--- config.mk ---
export PLATFORM = sky130hd
export DESIGN_NAME = chs_mod
export DESIGN_NICKNAME = d
export VERILOG_FILES = /design/src/sv/chs_pkg.sv /design/src/sv/chs_mod.sv
export SDC_FILE = /design/constraint.sdc
export NUM_CORES = 1
export LEC_CHECK = 0
export ABC_AREA = 0
export BUFFER_PORTS_ARGS = -buffer_cell sky130_fd_sc_hd__buf_2
export CORE_MARGIN = 2
export CORE_UTILIZATION = 54
export DETAILED_ROUTE_END_ITERATION = 6
export GPL_ROUTABILITY_DRIVEN = 0
export GPL_TIMING_DRIVEN = 0
export PLACE_DENSITY = 0.79
export RECOVER_POWER = 100
export SYNTH_ARGS = -nofsm -noshare
export SYNTH_HDL_FRONTEND = slang
export SYNTH_SLANG_ARGS = --single-unit
export TNS_END_PERCENT = 30
--- constraint.sdc ---
create_clock -name clk -period 3.3 [get_ports clk]
set_clock_uncertainty 0.05 [all_clocks]
set_input_delay 0.66 -clock clk [delete_from_list [all_inputs] [get_ports clk]]
set_output_delay 0.66 -clock clk [all_outputs]
set_load 0.01 [all_outputs]
--- src/sv/chs_pkg.sv ---
// ----------------------------------------------------------------------------
// Coalesced hash set package
// Command codes, field widths and register indexes shared by the block.
// ----------------------------------------------------------------------------
package chs_pkg;

	localparam int KEY_W   = 32;
	localparam int CMD_W   = 2;
	localparam int SLOTS_W = 11;
	localparam int COUNT_W = 11;
	localparam int RES_W   = 16;

	localparam logic [CMD_W-1:0] CMD_ADD    = 2'd0;
	localparam logic [CMD_W-1:0] CMD_REMOVE = 2'd1;
	localparam logic [CMD_W-1:0] CMD_SEARCH = 2'd2;
	localparam logic [CMD_W-1:0] CMD_NONE   = 2'd3;

	localparam logic REG_SLOTS = 1'b0;
	localparam logic [SLOTS_W-1:0] SLOTS_RESET = 11'd13;

	// Magnitude of a two's complement key, as an unsigned word.
	function automatic logic [KEY_W-1:0] key_mag(input logic [KEY_W-1:0] k);
		key_mag = k[KEY_W-1] ? (~k + KEY_W'(1)) : k;
	endfunction

endpackage

--- src/sv/chs_mod.sv ---
// ----------------------------------------------------------------------------
// Coalesced hash set remainder unit
// Restoring division, one dividend bit per cycle; gives the home slot.
// ----------------------------------------------------------------------------
module chs_mod #(
	parameter int IW = 11
) (
	input  logic                     clk,
	input  logic                     arst_n,
	input  logic                     start,
	input  logic [chs_pkg::KEY_W-1:0] dividend,
	input  logic [IW-1:0]            divisor,
	output logic                     done,
	output logic [IW-1:0]            remainder
);
	import chs_pkg::*;

	localparam int CNT_W = $clog2(KEY_W + 1);

	logic [IW-1:0]    rem_q;
	logic [KEY_W-1:0] dvd_q;
	logic [CNT_W-1:0] cnt_q;
	logic             busy_q;
	logic             done_q;
	logic [IW:0]      trial;

	assign trial = {rem_q, dvd_q[KEY_W-1]};

	always_ff @(posedge clk or negedge arst_n) begin
		if (!arst_n) begin
			busy_q <= 1'b0;
			done_q <= 1'b0;
			cnt_q  <= '0;
		end else begin
			done_q <= 1'b0;
			if (start) begin
				busy_q <= 1'b1;
				cnt_q  <= '0;
			end else if (busy_q) begin
				cnt_q <= cnt_q + CNT_W'(1);
				if (cnt_q == CNT_W'(KEY_W - 1)) begin
					busy_q <= 1'b0;
					done_q <= 1'b1;
				end
			end
		end
	end

	always_ff @(posedge clk) begin
		if (start) begin
			rem_q <= '0;
			dvd_q <= dividend;
		end else if (busy_q) begin
			dvd_q <= {dvd_q[KEY_W-2:0], 1'b0};
			if (trial >= {1'b0, divisor})
				rem_q <= IW'(trial - {1'b0, divisor});
			else
				rem_q <= trial[IW-1:0];
		end
	end

	assign done      = done_q;
	assign remainder = rem_q;

endmodule
Word-level counts from Yosys, hierarchy flattened
Cells that the tools add are included.
- bits in registers: 51
- input bits: 46
- output and inout port bits: 12
- word-level logic and storage cells: 21
- add/subtract/negate cells: 2
- magnitude comparators: 1
- equal/unequal tests: 1
- multiplexer cells: 11
- reductions and logical operators: 1
- operator list (operator ; number):
    32-bit two-way mux ; 2
    12-bit by 11-bit greater-or-equal comparator with 1-bit output ; 1
    6-bit two-way mux ; 2
    11-bit two-way mux ; 1
    11-bit subtractor ; 1
    6-bit by 1-bit adder with 6-bit output (second input constant) ; 1
    6-bit by 5-bit equality test with 1-bit output (second input constant) ; 1
    1-bit two-way mux ; 6
    2-bit nonzero test ; 1

Depth between registers and ports, before layout
Gate-level depths: netlist (run 1).
- word-level depth: 4
- gate-level depth with buffers: 10
- mapped depth without buffers: 9

Worst setup path after synthesis (run 1)
Ideal clock, no wire load.
- path kind: input port to flip-flop
- start point: input port divisor[0]
- end point: register rem_q[6] (netlist: remainder[6])
- library setup time: 88 ps
- data arrival time: 2769 ps
- data required time: 3162 ps
- path slack: 393 ps
- stages on the path: 9
- path buffers: 1
- cell sequence: ha_1 > fa_1 > nand2b_2 > o2bb2ai_2 > a211o_1 > and2_1 > buf_6 > or3b_1 > a311oi_2
- word-level cells in the longest chain between the ends: 2
- elaborated cells between the ends (all ways): 3
- classes of those cells: add/sub: 1; order compare: 1; mux: 1
- RTL lines (what ; RTL line ; source):
    start, declared ; chs_mod.sv:12 ; input logic [IW-1:0] divisor,
    11-bit subtractor or 12-bit by 11-bit greater-or-equal comparator with 1-bit output (tied branches) ; chs_mod.sv:56, chs_mod.sv:55 ;
    11-bit two-way mux (*) ; chs_mod.sv:55 ; if (trial >= {1'b0, divisor})
    end signal, assigned ; chs_mod.sv:56 ; rem_q <= IW'(trial - {1'b0, divisor});
    end signal, assigned ; chs_mod.sv:58 ; rem_q <= trial[IW-1:0];
    end, declared ; chs_mod.sv:20 ; logic [IW-1:0] rem_q;
Every way passes the cells marked *; elsewhere a longest branch is shown, timed or not.
A chain may end at the register's enable or synchronous reset.

Worst setup path after layout (run 1)
Ends and elaborated chain as after synthesis.

==> reports/qor.yml, run 1 <==
outcome:
  status: "finished clean"
synthesis:
  synth_largest_area_cell: "edfxtp_1"
  synth_ff_type: "edfxtp_1"
  syn_avg_cell_area_um2: 11.4
  syn_area_mm2: 0.00274
  yosysTopAreaCellShare: 0.351
  synth-seq-cells: 51
  yosys_warnings: 0
  synth_edf_count: 32
  synthCells: 240
  synth_cell_type_count: 44
  ys_seq_area_frac: 0.505
  mappedNetlistNets: 299
  synthTopCellsByArea: "edfxtp_1 35%, mux2_2 14%, dfxtp_1 8.1%"
  synthArstFlopShare: 0.157
floorplan:
  io-pin-count: 58
  core_mm2: 0.00482
  start_util: 0.568
  rows: 25
  die_w_um: 75.2
  fp.dieH_um: 75.2
  dieArea_mm2: 0.00565
power:
  leakagePower_nw: 1.35
  vdd_ir_drop_max_uv: 334
  power_mw: 2.05
  p_per_area_mw_per_mm2: 649
place:
  dp_hpwl_mm: 3.92
  io_buffers: 56
  pre_cts_ws_ns: 0.130
clock_tree:
  cts-resized-gates: 0
  root_buffer: "clkbuf_8"
  htree_levels: 2
  cts_tree: "done"
  clock_path_buffers: 2
  clock-sinks: 51
  clk_pin_slew_ns: 0.09
  numCtsBuffers: 5
  clk_latency_ns: 0.29
  ctsHoldBuffers: 0
  post_cts_buffers: 0
setup_path:
  arrival_ns: 3.17
  crit_path_max_fanout: 8
  start_kind: "input pin"
  reg2reg_from: "dvd_q[31]"
  r2r_slack_ns: 0.37
  r2r-end: "remainder[6]"
  crit_required_ns: 3.46
  critical_path_class: "in2reg"
  cp-end-kind: "flip-flop"
  r2r_cells: 10
global_route:
  antenna_found_initial: 0
  grt_max_degree: 33
  grt_pass1_wl_mm: 8.60
  overflow: 0
  track_usage: 0.202
  grt_pass1_vias: 1832
drt:
  route.detailed.drc: 0
  drtPass1Iterations: 6
  num_vias: 1999
  drt_iter0_markers: 185
  drtAntennaViolNets: 0
  wl_per_cell_um: 14.4
  via_per_inst: 5.39
  wirelength_mm: 5.35
sta:
  fmax_mhz: 333
  setup_slack_ns: 0.295
  timing.final.crit_share: 0.911
  relSlewSlack: 0.203
  rsz0062_at_grt: "no"
  finalSetupTns_ns: 0
  min_period_ns: 3.01
  finalHoldViolations: 0
  setup_violations: 0
  slew_viol_final: 0
  worst_pin_slew_ns: 1.19
min_path:
  min-delay-path-class: "in2async"
final_layout:
  fin_nets: 362
  area_growth_pct: 15.7
  final_common_cell: "buf_2"
  layout-drive-gt1-share: 0.276
  final_cell_mix: "43 x buf_2, 33 x mux2_2, 32 x edfxtp_1"
  antenna-diode-count: 0
flow_run:
  drv_cap: 0
cell usage after synthesis, drive strengths merged, types with 3 or more instances:
| library cell | n |
|---|---|
| and2 | 3 |
| nor2 | 19 |
| xnor2 | 4 |
| ha | 12 |
| mux2 | 33 |
| a21oi | 13 |
| nand2b | 3 |
| or3 | 3 |
| xor2 | 4 |
| nand2 | 16 |
| inv | 16 |
| o21ai | 15 |
| dfrtp | 8 |
| clkbuf | 7 |
| a22o | 3 |
| dfxtp | 11 |
| nand4 | 4 |
| o21a | 4 |
| nor3 | 4 |
| edfxtp | 32 |
state kept, by name (all words and copies together), names as in the netlist:
| name | count |
|---|---|
| dvd_q | 32 |
| remainder | 11 |
| cnt_q | 6 |
| done | 1 |
| busy_q | 1 |
worst max-delay path by stage:
stage,start,to,slack (ns)
2_1_floorplan,divisor[0],remainder[6],0.39
3_3_place_gp,divisor[0],remainder[6],0.13
3_5_place_dp,divisor[0],remainder[6],0.13
4_1_cts,divisor[0],remainder[6],0.45
5_1_grt,divisor[0],remainder[6],0.19
6_report,divisor[0],remainder[6],0.29
logic make-up (layout without fill, tap and decap cells):
family	Yosys count	count (layout)	synth area share
and+or+nand+nor	59	59	0.105
buffers and inverters	24	88	0.0357
DFF	51	51	0.505
AOI/OAI and AO/OA	50	50	0.123
xor gates and xnor gates	8	8	0.0256
adders and majority gates	13	13	0.0622
muxes	35	35	0.143
metrics by stage:
stage,instances,instance area [µm²],hold WS [ns],util
2_1_floorplan,240,2740,0.314,-
3_3_place_gp,363,3100,0.432,0.643
3_5_place_dp,363,3100,0.439,0.643
4_1_cts,371,3210,0.143,0.665
5_1_grt,371,3160,0.257,0.657
6_report,371,3160,0.227,0.657
worst max-delay path, stage by stage:
cell and delay (ns):
buf_2 0.10, ha_1 0.21, fa_1 0.41, nand2b_2 0.20
o2bb2ai_1 0.17, a211o_1 0.39, and2_0 0.18, clkbuf_1 0.20
or3b_1 0.41, a311oi_1 0.23
power by group:
group	total (mW)	switching [mW]	leakage [nW]	internal, mW
sequential	0.859	0.0753	0.535	0.784
combinational	0.775	0.427	0.766	0.348
clock	0.419	0.192	0.0524	0.227
layer usage:
layer	wire, µm	vias to the layer above	part of all wire	track usage
met5	0	-	0	0
met4	15	0	0.0028	0.0448
met3	242	2	0.045	0.0455
met2	2630	45	0.49	0.320
met1	2460	949	0.46	0.288
li1	-	1003	-	-
cell type report:
class                           count  area [µm²]
Multi-Input combinational cell    165        1240
Tap cell                           67        83.8
Buffer                              8        30.0
Fill cell                         428        1650
Timing Repair Buffer               56         264
Sequential cell                    51        1380
Inverter                           16        60.1
Clock inverter                      1        30.0
Clock buffer                        7        76.3
Note: power is estimated with default switching activity, not from simulation.
==> inputs of run 2 (changes only) <==
--- a/config.mk
+++ b/config.mk
@@ -7,12 +7,14 @@
 export LEC_CHECK = 0
 export ABC_AREA = 0
 export BUFFER_PORTS_ARGS = -buffer_cell sky130_fd_sc_hd__buf_2
+export CELL_PAD_IN_SITES_DETAIL_PLACEMENT = 0
+export CELL_PAD_IN_SITES_GLOBAL_PLACEMENT = 2
 export CORE_MARGIN = 2
-export CORE_UTILIZATION = 54
+export CORE_UTILIZATION = 35
 export DETAILED_ROUTE_END_ITERATION = 6
 export GPL_ROUTABILITY_DRIVEN = 0
 export GPL_TIMING_DRIVEN = 0
-export PLACE_DENSITY = 0.79
+export PLACE_DENSITY_LB_ADDON = 0.1
 export RECOVER_POWER = 100
 export SYNTH_ARGS = -nofsm -noshare
 export SYNTH_HDL_FRONTEND = slang
==> run 2 against run 1 <==
  * Non-clock buffer count grew 1
  * Utilization shrank 23 points
  * Highest routed layer unchanged
  * Combinational power grew 5.4%
  * Global-route usage shrank 6.3 points
  * Critical path type unchanged
  * Clock power grew 2%
  * First-iteration DRC count shrank 72%
  * Setup slack gained 0.029 ns
==> reports/qor.yml, run 2 (synthesized netlist as in run 1, its figures left out) <==
sta:
  fmax_mhz: 336
  min_period_ns: 2.98
  finalHoldViolations: 0
  setup_slack_ns: 0.324
  setup_violations: 0
  rsz0062_at_grt: "no"
  timing.final.crit_share: 0.902
  finalSetupTns_ns: 0
  slew_viol_final: 0
  worst_pin_slew_ns: 0.602
  relSlewSlack: 0.599
drt:
  num_vias: 1990
  wl_per_cell_um: 14.1
  drtAntennaViolNets: 0
  top_layer_used: "met4"
  via_per_inst: 4.89
  wirelength_mm: 5.75
  route.detailed.drc: 0
  dr_wl_met2_mm: 2.74
  drtPass1Iterations: 4
  met1_length_mm: 2.68
  drt_iter0_markers: 52
  dr_wl_met3_um: 261
setup_path:
  critical_path_class: "in2reg"
  cp-end-kind: "flip-flop"
  start_kind: "input pin"
  crit_required_ns: 3.47
  crit_path_max_fanout: 8
  arrival_ns: 3.14
clock_tree:
  clk_pin_slew_ns: 0.09
  clock_path_buffers: 2
  cts-resized-gates: 0
  post_cts_buffers: 0
  root_buffer: "clkbuf_8"
  clock-sinks: 51
  ctsHoldBuffers: 0
  numCtsBuffers: 5
  clk_latency_ns: 0.30
  cts_tree: "done"
  htree_levels: 2
global_route:
  track_usage: 0.139
  overflow: 0
  antenna_found_initial: 0
  grt_pass1_vias: 1929
  grt_pass1_wl_mm: 9.39
  grt_max_degree: 33
final_layout:
  largest_register_ff_count: 32
  fin_nets: 363
  regMostFlops: "dvd_q"
  final_cell_mix: "43 x buf_2, 33 x mux2_2, 32 x edfxtp_1"
  layout-drive-gt1-share: 0.292
  n_fill_cell: 782
  stdcell_area_mm2: 0.00323
  regArea_mm2: 0.00138
  final_common_cell: "buf_2"
  layout.cells.non_filler: 407
  area_growth_pct: 18.2
  antenna-diode-count: 0
  multi_input_area_mm2: 0.00125
place:
  pre_cts_ws_ns: 0.0623
  placed_area_mm2: 0.00314
  dp_cells: 398
  dp_hpwl_mm: 4.27
  io_buffers: 56
floorplan:
  core_mm2: 0.00765
  start_util: 0.358
  rows: 32
  fp.dieH_um: 92.4
  io-pin-count: 58
  die_w_um: 92.4
  dieArea_mm2: 0.00854
flow_run:
  drv_cap: 0
outcome:
  status: "finished clean"
power:
  leakagePower_nw: 1.36
  p_per_area_mw_per_mm2: 650
  vdd_ir_drop_max_uv: 224
min_path:
  min-delay-path-class: "in2async"
==> run 2: cell count changes in the layout (fill, tap and decap cells not counted), sizes merged <==
cell      previous run  this run
buf                 43        44
clkbuf              28        26
clkinv               0         1
clkinvlp             0         1
==> run 2: final timing paths <==
check | to | startpoint | cells past startpoint | slack, ns
max | remainder[6] | divisor[0] | 10 | 0.32
min in group clk | remainder[9] | remainder[9] | 2 | 0.45
max reg2reg | remainder[6] | dvd_q[31] | 10 | 0.40
min | done | arst_n | 1 | 0.22
max in group asynchronous | cnt_q[4] | arst_n | 1 | 2.66
min reg2reg | remainder[9] | remainder[9] | 2 | 0.45
==> run 2: critical path, stage by stage <==
cell,delay [ns]
buf_2,0.10
ha_1,0.21
fa_1,0.40
nand2b_2,0.20
o2bb2ai_1,0.19
a211o_1,0.41
and2_0,0.20
buf_6,0.13
or3b_1,0.40
a311oi_2,0.23
==> run 2: report_power, final <==
part / switching, mW / internal [mW] / total [mW]
combinational: 0.446 / 0.371 / 0.817
sequential: 0.0753 / 0.783 / 0.859
clock: 0.204 / 0.222 / 0.426
==> run 2: layout make-up <==
class / instances / share of cell area
inverters: 16 / 0.0186
plain buffers: 8 / 0.0116
clock inverters: 3 / 0.0120
clock buffers: 5 / 0.0213
flip-flops and latches: 51 / 0.427
multi-input cells: 165 / 0.387
well taps: 102 / 0.0395
repair buffers: 57 / 0.0832
==> run 2: through the flow <==
step / util / hold WS [ns] / power [mW]
2_1_floorplan: - / 0.314 / 1.46
3_3_place_gp: 0.411 / 0.442 / 1.72
3_5_place_dp: 0.411 / 0.442 / 1.71
4_1_cts: 0.425 / 0.136 / 2.14
5_1_grt: 0.423 / 0.259 / 2.25
6_report: 0.423 / 0.223 / 2.10
==> run 2: layer usage <==
| layer | track usage | vias up |
|---|---|---|
| li1 | - | 1007 |
| met1 | 0.180 | 934 |
| met2 | 0.232 | 43 |
| met3 | 0.0301 | 6 |
| met4 | 0.0460 | 0 |
| met5 | 0 | - |
==> inputs of run 3 (changes only) <==
--- a/config.mk
+++ b/config.mk
@@ -10,11 +10,12 @@
 export CELL_PAD_IN_SITES_DETAIL_PLACEMENT = 0
 export CELL_PAD_IN_SITES_GLOBAL_PLACEMENT = 2
 export CORE_MARGIN = 2
-export CORE_UTILIZATION = 35
+export CORE_UTILIZATION = 36
+export CTS_BUF_LIST = sky130_fd_sc_hd__clkbuf_8
 export DETAILED_ROUTE_END_ITERATION = 6
 export GPL_ROUTABILITY_DRIVEN = 0
 export GPL_TIMING_DRIVEN = 0
-export PLACE_DENSITY_LB_ADDON = 0.1
+export PLACE_DENSITY_LB_ADDON = 0.05
 export RECOVER_POWER = 100
 export SYNTH_ARGS = -nofsm -noshare
 export SYNTH_HDL_FRONTEND = slang
==> run 3 against run 2 <==
  * Clock-buffer cell count did not move
  * Via count is 1.4% lower
  * First-iteration DRC count up 5.8%
  * Clock power decreased by 21%
  * Die area fell by 2.7%
  * Global-route usage grew 0.21 points
  * Utilization up 1.5 points
  * Maximum frequency is essentially flat
  * Sequential cell count unchanged
  * Sequential share of layout area rose by 0.55 points
  * Wire length shrank 1.5%
  * Setup slack about the same
  * Critical path type unchanged
==> reports/qor.yml, run 3 (synthesized netlist as in run 1, its figures left out) <==
setup_path:
  critical_path_class: "in2reg"
  crit_required_ns: 3.46
  r2r-end: "remainder[6]"
  worst-path-buf-inv: 2
  cp-end-kind: "flip-flop"
  critPathTopFamily: "compound AO/OA/AOI/OAI gates"
  reg2reg_from: "dvd_q[31]"
  path_depth: 10
  arrival_ns: 3.14
  r2r_slack_ns: 0.39
  r2r_cells: 10
  worstPathCellList: "buf_2, ha_1, fa_1, nand2b_2, o2bb2ai_1, a211o_1, and2_0, buf_6, or3b_1, a311oi_1"
  max_stage_delay_ns: 0.40
  crit_path_max_fanout: 8
  critPathLaunch: "divisor[0]"
  start_kind: "input pin"
  endpoint: "remainder[6]"
  crit_slowest_cell: "a211o_1"
place:
  placed_area_mm2: 0.00314
  dp_hpwl_mm: 4.28
  io_buffers: 56
global_route:
  grt_pass1_wl_mm: 9.35
  grt_pass1_vias: 1934
  antenna_found_initial: 0
  grt_max_degree: 33
  overflow: 0
  track_usage: 0.141
drt:
  route.detailed.drc: 0
  drt_iter0_markers: 55
  via_per_inst: 4.87
  wl_per_cell_um: 14.1
  num_vias: 1963
  drtPass1Iterations: 4
  wirelength_mm: 5.67
  drtAntennaViolNets: 0
power:
  p_int_mw: 1.29
  combPwrFrac: 0.403
  p_per_area_mw_per_mm2: 627
  p_switching_uw: 708
  seqPwrFrac: 0.430
  leakagePower_nw: 1.35
  p_sw_frac: 0.354
  clockPowerShare: 0.167
  vdd_ir_drop_max_uv: 224
flow_run:
  drv_cap: 0
clock_tree:
  post_cts_buffers: 0
  clock-sinks: 51
  cts_tree: "done"
  clock_path_buffers: 2
  clk_pin_slew_ns: 0.09
  ctsHoldBuffers: 0
  cts-resized-gates: 0
  clk_latency_ns: 0.30
  root_buffer: "clkbuf_8"
  htree_levels: 2
  numCtsBuffers: 5
sta:
  min_period_ns: 2.98
  relSlewSlack: 0.187
  setup_violations: 0
  finalSetupTns_ns: 0
  fmax_mhz: 336
  finalHoldViolations: 0
  rsz0062_at_grt: "no"
  worst_pin_slew_ns: 1.22
  slew_viol_final: 0
  timing.final.crit_share: 0.902
floorplan:
  io-pin-count: 58
  rows: 31
  fp.dieH_um: 91.2
  dieArea_mm2: 0.00831
  core_mm2: 0.00729
  die_w_um: 91.2
  start_util: 0.375
min_path:
  min-delay-path-class: "in2async"
outcome:
  status: "finished clean"
final_layout:
  final_cell_mix: "43 x buf_2, 33 x mux2_2, 32 x edfxtp_1"
  regArea_mm2: 0.00138
  n_fill_cell: 763
  fin_nets: 362
  final_common_cell: "buf_2"
  regMostFlops: "dvd_q"
  antenna-diode-count: 0
  area_growth_pct: 16.7
  largest_register_ff_count: 32
  stdcell_area_mm2: 0.00319
  multi_input_area_mm2: 0.00124
  layout-drive-gt1-share: 0.283
-- run 3: cell count changes in the layout (fill, tap and decap cells not counted) --
cell / change
clkbuf_2: -1
a311oi_1: +1
clkinvlp_2: -1
bufinv_16: -1
inv_1: +1
clkinv_2: +1
a311oi_2: -1
-- run 3: metrics by stage --
step	setup slack, ns	instances	util	total power, mW	hold slack, ns
after CTS	0.391	403	0.442	2.05	0.142
after global placement	0.0611	395	0.431	1.72	0.445
after detailed placement	0.0862	395	0.431	1.71	0.447
after floorplan	0.393	240	-	1.46	0.314
final	0.324	403	0.438	2.00	0.227
after global routing	0.189	403	0.438	2.16	0.243
-- run 3: final cells by class --
cell class	count	area share
well taps	99	0.0388
repair buffers	56	0.0827
inverters	16	0.0188
clock inverters	3	0.00392
clock buffers	5	0.0216
plain buffers	8	0.0118
multi-input cells	165	0.390
flip-flops and latches	51	0.433
-- run 3: worst min-delay path by stage --
stage,to,slack [ns],startpoint,cells past startpoint
finish,cnt_q[2],0.23,arst_n,1
global route,cnt_q[5],0.24,arst_n,1
CTS,cnt_q[3],0.14,arst_n,1
detailed placement,remainder[8],0.45,remainder[8],2
global placement,remainder[9],0.45,remainder[9],2
floorplan,busy_q,0.31,arst_n,0
-- run 3: power groups by stage --
stage	Clock [mW]	Sequential [mW]	Combinational, mW
after floorplan	0	0.878	0.587
after global placement	0	0.875	0.845
after detailed placement	0	0.875	0.831
after CTS	0.348	0.862	0.839
after global routing	0.375	0.877	0.908
final	0.335	0.860	0.807
-- run 3: per-layer routing --
metal / track usage / up-vias / wire length, µm / share of wire
met3: 0.0324 / 10 / 269 / 0.047
li1: - / 1002 / - / -
met1: 0.185 / 904 / 2580 / 0.45
met5: 0 / - / 0 / 0
met4: 0.0543 / 0 / 144 / 0.025
met2: 0.228 / 47 / 2680 / 0.47
